===== config.mk =====
export PLATFORM = sky130hd
export DESIGN_NAME = um_register_instruction_core
export DESIGN_NICKNAME = d
export VERILOG_FILES = /design/src/hdl/umric_pkg.sv /design/src/hdl/umric_ram.sv /design/src/hdl/um_register_instruction_core.sv
export SDC_FILE = /design/constraint.sdc
export NUM_CORES = 2
export LEC_CHECK = 0
export ABC_AREA = 1
export BUFFER_PORTS_ARGS = -buffer_cell sky130_fd_sc_hd__buf_2
export CORE_ASPECT_RATIO = 0.8
export CORE_MARGIN = 2
export CORE_UTILIZATION = 60
export CTS_BUF_LIST = sky130_fd_sc_hd__clkbuf_8
export DETAILED_ROUTE_END_ITERATION = 8
export PLACE_DENSITY = 0.8
export RECOVER_POWER = 100
export REMOVE_ABC_BUFFERS = 1
export SYNTH_ARGS = -nofsm -noshare
export SYNTH_HDL_FRONTEND = slang
export SYNTH_SLANG_ARGS = --single-unit

===== constraint.sdc =====
create_clock -name clk -period 7.85 [get_ports clk]
set_input_delay 1.57 -clock clk [delete_from_list [all_inputs] [get_ports clk]]
set_output_delay 1.57 -clock clk [all_outputs]
set_load 0.005 [all_outputs]

===== src/hdl/umric_pkg.sv =====
// Shared types and constants for the UM-32 register instruction core.
package umric_pkg;

	localparam int unsigned WORD_W   = 32;
	localparam int unsigned REG_CNT  = 8;
	localparam int unsigned REG_AW   = 3;
	localparam int unsigned IMM_W    = 25;
	localparam int unsigned BYTE_W   = 8;
	localparam int unsigned STAT_W   = 3;
	localparam int unsigned DIV_STEPS = 32;
	localparam int unsigned CNT_W    = 5;

	localparam int unsigned S_DATA_W = 40;
	localparam int unsigned M_DATA_W = 48;

	// result status codes
	localparam logic [STAT_W-1:0] ST_DONE  = 3'd0;
	localparam logic [STAT_W-1:0] ST_OUT   = 3'd1;
	localparam logic [STAT_W-1:0] ST_HALT  = 3'd2;
	localparam logic [STAT_W-1:0] ST_DIVZ  = 3'd3;
	localparam logic [STAT_W-1:0] ST_UNSUP = 3'd4;
	localparam logic [STAT_W-1:0] ST_OVER  = 3'd5;

	typedef enum logic [3:0] {
		OP_CMOV  = 4'd0,
		OP_SLOAD = 4'd1,
		OP_SSTOR = 4'd2,
		OP_ADD   = 4'd3,
		OP_MUL   = 4'd4,
		OP_DIV   = 4'd5,
		OP_NAND  = 4'd6,
		OP_HALT  = 4'd7,
		OP_MAP   = 4'd8,
		OP_UNMAP = 4'd9,
		OP_OUT   = 4'd10,
		OP_IN    = 4'd11,
		OP_LOADP = 4'd12,
		OP_LOADV = 4'd13
	} umric_op_t;

	typedef enum logic [1:0] {
		SM_IDLE,
		SM_EXEC,
		SM_DIV,
		SM_FIN
	} umric_state_t;

endpackage


===== src/hdl/umric_ram.sv =====
// Generic single-write, single-read synchronous RAM with registered read data.
module umric_ram #(
	parameter int unsigned WIDTH = 32,
	parameter int unsigned DEPTH = 8
) (
	input  logic                     clk,
	input  logic                     we,
	input  logic [$clog2(DEPTH)-1:0] waddr,
	input  logic [WIDTH-1:0]         wdata,
	input  logic [$clog2(DEPTH)-1:0] raddr,
	output logic [WIDTH-1:0]         rdata
);

	logic [WIDTH-1:0] mem [DEPTH];

	always_ff @(posedge clk) begin
		if (we) begin
			mem[waddr] <= wdata;
		end
		rdata <= mem[raddr];
	end

endmodule


===== src/hdl/um_register_instruction_core.sv =====
// Top level of the UM-32 register instruction core.
// Each accepted word is one machine instruction and yields exactly one result word. The eight
// registers live in two copies of a synchronous RAM (one per source operand) with registered
// read data; a valid bit per register, cleared by reset, makes an unwritten register read as
// zero, so no clearing pass follows reset. An instruction passes through RAM read, execute
// and write back before the next one can be accepted; a divide with a nonzero divisor also
// passes through the radix-2 restoring divider, which retires one quotient bit per cycle.
// A finished result waits in the output register while the next instruction is taken.
module um_register_instruction_core (
	input  logic                               clk,
	input  logic                               arst_n,
	input  logic                               s_tvalid,
	output logic                               s_tready,
	// [31:0] instruction, [39:32] in_byte
	input  logic [umric_pkg::S_DATA_W-1:0]     s_tdata,
	// [0] in_end
	input  logic                               s_tuser,
	output logic                               m_tvalid,
	input  logic                               m_tready,
	// [7:0] out_byte, [8] wrote_reg, [11:9] dest_reg, [43:12] dest_value, [47:44] zero
	output logic [umric_pkg::M_DATA_W-1:0]     m_tdata,
	// [2:0] status
	output logic [umric_pkg::STAT_W-1:0]       m_tuser
);

	import umric_pkg::*;

	umric_state_t state_q, state_nxt;

	logic [WORD_W-1:0]  instr_q;
	logic [BYTE_W-1:0]  in_byte_q;
	logic               in_end_q;
	logic               halted_q;
	logic [REG_CNT-1:0] valid_q;

	logic [STAT_W-1:0]  res_st_q;
	logic [BYTE_W-1:0]  res_ob_q;
	logic               res_wr_q;
	logic [REG_AW-1:0]  res_dr_q;
	logic [WORD_W-1:0]  res_val_q;

	logic [WORD_W-1:0]  rem_q;
	logic [WORD_W-1:0]  dvs_q;
	logic [CNT_W-1:0]   cnt_q;

	logic               m_tvalid_q;
	logic [STAT_W-1:0]  m_st_q;
	logic [BYTE_W-1:0]  m_ob_q;
	logic               m_wr_q;
	logic [REG_AW-1:0]  m_dr_q;
	logic [WORD_W-1:0]  m_val_q;

	logic [WORD_W-1:0]  rd_b, rd_c, vb, vc;
	logic [2*WORD_W-1:0] prod;
	logic [REG_AW-1:0]  ra, rb, rc, rd;
	umric_op_t          op;
	logic               accept, out_free, load_out, ram_we;
	logic               div_last;
	logic [WORD_W:0]    rem_sh, rem_diff;
	logic               q_bit;

	assign accept   = s_tvalid && s_tready;
	assign out_free = !m_tvalid_q || m_tready;
	assign load_out = (state_q == SM_FIN) && out_free;
	assign ram_we   = load_out && res_wr_q;
	assign div_last = (cnt_q == CNT_W'(DIV_STEPS - 1));

	assign op = umric_op_t'(instr_q[31:28]);
	assign ra = instr_q[8:6];
	assign rb = instr_q[5:3];
	assign rc = instr_q[2:0];
	assign rd = instr_q[27:25];

	umric_ram #(.WIDTH(WORD_W), .DEPTH(REG_CNT)) u_ram_b (
		.clk   (clk),
		.we    (ram_we),
		.waddr (res_dr_q),
		.wdata (res_val_q),
		.raddr (s_tdata[5:3]),
		.rdata (rd_b)
	);

	umric_ram #(.WIDTH(WORD_W), .DEPTH(REG_CNT)) u_ram_c (
		.clk   (clk),
		.we    (ram_we),
		.waddr (res_dr_q),
		.wdata (res_val_q),
		.raddr (s_tdata[2:0]),
		.rdata (rd_c)
	);

	// unwritten registers read as zero
	assign vb   = valid_q[rb] ? rd_b : '0;
	assign vc   = valid_q[rc] ? rd_c : '0;
	assign prod = vb * vc;

	// restoring divide step
	assign rem_sh   = {rem_q, res_val_q[WORD_W-1]};
	assign rem_diff = rem_sh - {1'b0, dvs_q};
	assign q_bit    = !rem_diff[WORD_W];

	always_ff @(posedge clk or negedge arst_n) begin
		if (!arst_n) begin
			state_q <= SM_IDLE;
		end else begin
			state_q <= state_nxt;
		end
	end

	always_comb begin
		state_nxt = state_q;
		s_tready  = 1'b0;
		case (state_q)
			SM_IDLE: begin
				s_tready = 1'b1;
				if (s_tvalid) begin
					state_nxt = SM_EXEC;
				end
			end
			SM_EXEC: begin
				if (!halted_q && op == OP_DIV && vc != '0) begin
					state_nxt = SM_DIV;
				end else begin
					state_nxt = SM_FIN;
				end
			end
			SM_DIV: begin
				if (div_last) begin
					state_nxt = SM_FIN;
				end
			end
			SM_FIN: begin
				if (out_free) begin
					state_nxt = SM_IDLE;
				end
			end
			default: state_nxt = SM_IDLE;
		endcase
	end

	// control state
	always_ff @(posedge clk or negedge arst_n) begin
		if (!arst_n) begin
			halted_q   <= 1'b0;
			valid_q    <= '0;
			m_tvalid_q <= 1'b0;
		end else begin
			if (state_q == SM_EXEC && op == OP_HALT) begin
				halted_q <= 1'b1;
			end
			if (ram_we) begin
				valid_q[res_dr_q] <= 1'b1;
			end
			if (load_out) begin
				m_tvalid_q <= 1'b1;
			end else if (m_tready) begin
				m_tvalid_q <= 1'b0;
			end
		end
	end

	// payload
	always_ff @(posedge clk) begin
		if (accept) begin
			instr_q   <= s_tdata[31:0];
			in_byte_q <= s_tdata[39:32];
			in_end_q  <= s_tuser;
		end
		if (state_q == SM_EXEC) begin
			res_st_q  <= ST_DONE;
			res_ob_q  <= '0;
			res_wr_q  <= 1'b0;
			res_dr_q  <= '0;
			res_val_q <= '0;
			if (halted_q) begin
				res_st_q <= ST_HALT;
			end else begin
				case (op)
					OP_CMOV: begin
						if (vc != '0) begin
							res_wr_q  <= 1'b1;
							res_dr_q  <= ra;
							res_val_q <= vb;
						end
					end
					OP_ADD: begin
						res_wr_q  <= 1'b1;
						res_dr_q  <= ra;
						res_val_q <= vb + vc;
					end
					OP_MUL: begin
						res_wr_q  <= 1'b1;
						res_dr_q  <= ra;
						res_val_q <= prod[WORD_W-1:0];
					end
					OP_DIV: begin
						if (vc == '0) begin
							res_st_q <= ST_DIVZ;
						end else begin
							// load dividend; quotient shifts in behind it
							res_wr_q  <= 1'b1;
							res_dr_q  <= ra;
							res_val_q <= vb;
						end
					end
					OP_NAND: begin
						res_wr_q  <= 1'b1;
						res_dr_q  <= ra;
						res_val_q <= ~(vb & vc);
					end
					OP_HALT: begin
						res_st_q <= ST_HALT;
					end
					OP_OUT: begin
						if (vc[WORD_W-1:BYTE_W] != '0) begin
							res_st_q <= ST_OVER;
						end else begin
							res_st_q <= ST_OUT;
							res_ob_q <= vc[BYTE_W-1:0];
						end
					end
					OP_IN: begin
						res_wr_q  <= 1'b1;
						res_dr_q  <= rc;
						res_val_q <= in_end_q ? '1 : {{(WORD_W-BYTE_W){1'b0}}, in_byte_q};
					end
					OP_LOADV: begin
						res_wr_q  <= 1'b1;
						res_dr_q  <= rd;
						res_val_q <= {{(WORD_W-IMM_W){1'b0}}, instr_q[IMM_W-1:0]};
					end
					default: begin
						res_st_q <= ST_UNSUP;
					end
				endcase
			end
			rem_q <= '0;
			dvs_q <= vc;
			cnt_q <= '0;
		end else if (state_q == SM_DIV) begin
			rem_q     <= q_bit ? rem_diff[WORD_W-1:0] : rem_sh[WORD_W-1:0];
			res_val_q <= {res_val_q[WORD_W-2:0], q_bit};
			cnt_q     <= cnt_q + CNT_W'(1);
		end
		if (load_out) begin
			m_st_q  <= res_st_q;
			m_ob_q  <= res_ob_q;
			m_wr_q  <= res_wr_q;
			m_dr_q  <= res_dr_q;
			m_val_q <= res_val_q;
		end
	end

	assign m_tvalid = m_tvalid_q;
	assign m_tuser  = m_st_q;
	assign m_tdata  = {{(M_DATA_W-WORD_W-REG_AW-1-BYTE_W){1'b0}}, m_val_q, m_dr_q, m_wr_q,
		m_ob_q};

	a_accept_exec: assert property (@(posedge clk) disable iff (!arst_n)
		accept |=> state_q == SM_EXEC)
		else $error("accepted word did not enter execute");

	a_halt_sticky: assert property (@(posedge clk) disable iff (!arst_n)
		halted_q |=> halted_q)
		else $error("halted state cleared without reset");

	a_div_done: assert property (@(posedge clk) disable iff (!arst_n)
		state_q == SM_DIV && div_last |=> state_q == SM_FIN)
		else $error("divider overran its step count");

	a_halt_nowrite: assert property (@(posedge clk) disable iff (!arst_n)
		load_out && res_st_q == ST_HALT |-> !ram_we)
		else $error("register written on halt result");

	a_load_free: assert property (@(posedge clk) disable iff (!arst_n)
		m_tvalid_q && !m_tready |=> !$past(load_out) || $past(m_tvalid_q) == 1'b0)
		else $error("pending result overwritten");

endmodule


[After elaboration in Yosys (flattened, before gate mapping)]
Memories as Yosys holds them, arrays and structs flattened. A register that Yosys moved wholly into a read port is not among the register bits.
Index checks and enable logic that the tools add are counted.
Word-level totals
  register bits after elaboration: 216
  RAM bits: 512
  input port bits: 45
  word-level logic and storage cells: 107
  memories kept: 2
Memory list
  u_ram_b.mem: depth 8, width 32, rd ports 1, clocked after memory_dff 1, write ports 1, line umric_ram.sv:14  | logic [WIDTH-1:0] mem [DEPTH];
  u_ram_c.mem: depth 8, width 32, rd ports 1, clocked after memory_dff 1, write ports 1, line umric_ram.sv:14
Operators by class
  add/sub/neg operators: 3
  $mul: 1
  order comparisons: 4
  eq/ne operators: 15
  mux-type cells: 35
  bitwise logic cells: 4
  reduce and logical (&&, ||, !) cells: 23
Operators by type and width (count)
  two-way mux 32 bit: 9
  one-hot mux 32 bit (7 select lines): 1
  subtractor 33 x 32 -> 33 bit: 1
  adder 32 bit: 1
  AND 32 bit: 1
  logical NOT 32 bit: 1
  multiplier 32 x 32 -> 32 bit: 1
  inverter 32 bit: 1
  nonzero test 32 bit: 1
  nonzero test 24 bit: 1
  equality test 4 x 3 -> 1 bit, second input constant: 4
  one-hot mux 3 bit (5 select lines): 1
  equality test 4 bit, second input constant: 3
  less-than comparator 3 x 4 -> 1 bit, second input constant: 3
  one-hot mux 3 bit (4 select lines): 1
  two-way mux 1 bit: 11
  two-way mux 3 bit: 3
  two-way mux 2 bit: 4
  OR 8 bit: 1
  one-hot mux 2 bit (4 select lines): 1
  logical AND 1 bit: 7
  binary-select mux 1 bit (select 3 bit): 2
  != test 2 bit, second input constant: 3
  OR reduction 3 bit: 2
  other kinds (17): 21

[Logic depth before layout (Yosys ltp)]
  word-level depth: 8
  mapped depth: 44

[Hierarchy]
From an unflattened synthesis, not the netlist that was laid out.
Second synthesis, totals
  cell total of the unflattened synthesis: 5714
  area total of the unflattened synthesis: 52116.2 um^2
Modules (own cells, without submodules)
  um_register_instruction_core: instances 1, cells each 3402, area each 28371.0 um^2
  umric_ram: instances 2, cells each 1156, area each 11872.6 um^2

[Worst setup path before layout]
No wires, ideal clock.
  path kind: register to register
  start: register instr_q[3]
  end: register res_val_q[29] (data pin)
  library setup time: 0.256 ns
  data arrival time: 7.511 ns
  slack: 0.083 ns
  cell stages (with the launch flop): 41
  buffers on the path: 3
  period minus slack after synthesis: 7.767 ns
  cells stage by stage: edfxtp_1 nand2_1 nand3_1 nand3_4 nand2_4 buf_6 nor2_1 buf_1 clkinv_1 clkbuf_1 nor2_1 fa_1 inv_1 fa_1 fa_1 inv_1 fa_1 ha_1 [... 5 more ...] ha_1 nand2_1 o21ai_0 nand2_1 o211ai_1 a21oi_1 inv_1 nand2_1 nand2_1 a21oi_1 o21ai_0 nand3_1 nand2_1 a21oi_1 o21ai_0 nand3_1 o21ai_1 nand2_1
On the way
  word-level cells in the longest chain between the ends: 8
  elaborated cells between the ends (all ways): 12
  classes of those cells: add/sub: 1; mul: 1; mux: 8; bitwise: 2
RTL lines
  start, declared: line um_register_instruction_core.sv:30  | logic [WORD_W-1:0] instr_q;
  start signal, assigned: line um_register_instruction_core.sv:165  | instr_q <= s_tdata[31:0];
  binary-select mux 1 bit (select 3 bit) *: line um_register_instruction_core.sv:93  | assign vb = valid_q[rb] ? rd_b : '0;
  two-way mux 1 bit (implied by the code) *: line um_register_instruction_core.sv:93
  two-way mux 32 bit *: line um_register_instruction_core.sv:93
  branches (longest 2 deep; another with multiplier 32 x 32 -> 32 bit)
  one-hot mux 32 bit (7 select lines) *: line um_register_instruction_core.sv:178  | case (op)
  two-way mux 32 bit *: line um_register_instruction_core.sv:175  | if (halted_q) begin
  two-way mux 32 bit *: line um_register_instruction_core.sv:169  | if (state_q == SM_EXEC) begin
  end signal, assigned: line um_register_instruction_core.sv:183  | res_val_q <= vb;
  end signal, assigned: line um_register_instruction_core.sv:189  | res_val_q <= vb + vc;
  end signal, assigned: line um_register_instruction_core.sv:209  | res_val_q <= ~(vb & vc);
  end, declared: line um_register_instruction_core.sv:40  | logic [WORD_W-1:0] res_val_q;
Every way passes the cells marked *. The select of a mux whose other input is x is not followed.
A chain may end at the register's enable or synchronous reset.

[Final worst setup path]
  start: register instr_q[3]
  end: register res_val_q[31] (data pin)
The elaborated chain is that of the path after synthesis.

==> metrics <==
main flop type after synthesis=edfxtp_1; Crit path max-delay family=adder cells; Top Metal Used=met5; worst path arrival time=8300 ps; num ports=98; antenna violations before repair=2; most common cell after layout, fill and taps aside=inv_1; critical path class=reg2reg; CP most frequent cell=fa_1; max incr delay on CP=570 ps; routed wl met2=58.9 mm; Distinct cells, synth=61; Tot GR Track Use=39.2%; hold slack=409 ps; final hold vios=0; Fin Setup TNS=-17.4 ps; largest net degree at the start of global routing=119; Vias/cell=6.00; ratio of final minimum period to clock period=100%; Initial Utilization=60.8%; fin crit period=7870 ps; number of detailed-route iterations in the first pass=6; Die Span X=299 um; run status=finished with violations; CTS root buf=clkbuf_8; HP Class=reg2reg; Peak Freq=127 MHz; Crit Path Max Fanout=6; EDFF count, synth=423; post-route ant nets=0; crit path buf inv count=10; largest buffer count on any clock path=3; nets=5673; share of cells above drive strength 1=16.5%; Syn Std Cell Area=41900 sq um; syn_area_per_cell=9.01 sq um; critical path's slowest cell=fa_1; most frequent cells in the layout=inv_1, nand2_1, nor2_1; DP Wirelength=106 mm; post-layout worst setup margin=-17.4 ps; worst slew pin tran=4740 ps; Rows=86; final wirelength=141 mm; Final setup viols=1; cts bufs inserted=82; Final Skew=51.1 ps; Die H=240 um; first-pass GRT wire length=208 mm; Core Region=69000 sq um; port bufs=93; share of async-settable or async-resettable flops after synthesis=2.24%; endpoint type of the worst setup path=flip-flop; initial DRC count=4947; clk sinks=536; vias in the first global route=34273; wire length on met3=20.6 mm; WL/cell=23.4 um; max_cap viols=16; startpoint types=flip-flop; area added between synthesis and finish=15.6%; WL met1=55.3 mm; final core utilization=70.2%; gpl congestion=1.06; vias=36098; Worst EP required=8290 ps; slew margin rel.=-216%; DRC viols=0; Max H-tree Level=3; max-slew violations=1042; CTS tree=yes; Seq/Total Area, Yosys=35.9%; Die ar.=72000 sq um; Reg clk slew, reported paths=70 ps; RSZ-0062 raised after global routing=yes; failing checks=max-capacitance violations, max-slew violations, negative setup slack; #FFs+latches synth=536; Worst-Skew Late Latency=690 ps; global route overflow=0; Yosys warning count=0; Syn Inst Count=4653
## flip-flops by register name, summed over array words and instances, names as in the netlist, 2 cells and up
| register | flops |
|---|---|
| u_ram_b.mem | 64 |
| in_byte_q | 8 |
| m_tuser | 3 |
| instr_q | 32 |
| valid_q | 8 |
| m_dr_q | 3 |
| dvs_q | 32 |
| res_ob_q | 8 |
| res_dr_q | 3 |
| m_val_q | 32 |
| res_st_q | 3 |
| cnt_q | 5 |
| state_q | 2 |
| u_ram_c.mem | 192 |
| rem_q | 32 |
| u_ram_b.rdata | 32 |
| res_val_q | 32 |
| m_ob_q | 8 |
| u_ram_c.rdata | 32 |
## routing by layer
layer  track usage [%]  up-vias
met4              14.3        6
li1                  -    15915
met5             0.884        -
met2              56.9     2459
met1              55.1    17356
met3              12.7      362
## final timing paths
| kind | from | endpoint | slack, ps | cells past startpoint |
|---|---|---|---|---|
| max reg2reg | instr_q[3]$_DFFE_PP_ | res_val_q[31]$_DFFE_PP_ | -20 | 41 |
| min | res_ob_q[2]$_SDFFCE_PP0N_ | m_ob_q[2]$_DFFE_PP_ | 410 | 0 |
| min reg2reg | res_ob_q[2]$_SDFFCE_PP0N_ | m_ob_q[2]$_DFFE_PP_ | 410 | 0 |
| max | instr_q[3]$_DFFE_PP_ | res_val_q[31]$_DFFE_PP_ | -20 | 41 |
| max in group asynchronous | arst_n | halted_q$_DFFE_PN0P_ | 6470 | 1 |
| min in group asynchronous | arst_n | valid_q[7]$_DFFE_PN0P_ | 910 | 1 |
## through the flow
stage          std cells  instance area [sq um]  setup slack (ps)
2_1_floorplan       4453                  41000              -230
3_3_place_gp        5826                  45600              -432
3_5_place_dp        5826                  45600              -500
4_1_cts             5994                  47700             -46.9
5_1_grt             6017                  48400              -297
6_report            6020                  48400             -17.4
## what timing repair did
| action | 4_1_cts | 5_1_grt |
|---|---|---|
| gates cloned | 0 | 1 |
| gates resized for setup | 95 | 186 |
| pin swaps | 12 | 81 |
| hold buffers | 0 | 0 |
| setup buffers | 16 | 26 |
| setup endpoints to repair | 17 | 19 |
## layout make-up
class                   count  area (sq um)
clock buffers              92          1270
diodes                      3          7.51
multi-input cells        3092         23800
fillers                  5278         20500
repair buffers            488          3720
inverters                 825          3130
well taps                 924          1160
clock inverters            60           378
flip-flops and latches    536         15000
## worst register-to-register path: cells and delay by family (launching register included)
kind	cells	cell delay (ps)
adder cells (fa/ha/maj)	9	3620
AND/OR/NAND/NOR	16	1530
buffers and inverters	10	1140
AO/OA/AOI/OAI	6	870
flip-flops	1	470
## cells by family (layout without fill, tap and decap cells)
logic type,count (synthesis),count (layout),share of synthesized area [%]
AND/OR/NAND/NOR,1475,1475,15.2
buffers and inverters,1028,1465,9.49
adder cells (fa/ha/maj),603,603,25.3
AO/OA/AOI/OAI,967,967,13.2
flip-flops,536,536,35.9
XOR/XNOR,43,43,0.899
other,1,7,0.00895
## synthesized netlist by cell type, drive strengths merged, types with 16 or more instances
master / count / area, sq um
ha: 193 / 2410
edfxtp: 423 / 12700
o21ai: 379 / 1910
nor3: 18 / 90.1
buf: 51 / 307
a22o: 21 / 184
dfxtp: 101 / 2020
nand3: 113 / 673
a21oi: 314 / 1570
nand2: 685 / 2610
xnor2: 18 / 158
fa: 410 / 8210
nand3b: 16 / 133
xor2: 25 / 219
clkbuf: 152 / 571
nor2: 597 / 2590
inv: 810 / 3040
o211ai: 98 / 736
or2: 18 / 113
o2111ai: 23 / 201
a31oi: 78 / 488
Power is left out: the tool's default activity adds up to more than one toggle a clock period on the data nets, which glitch-free logic cannot reach.
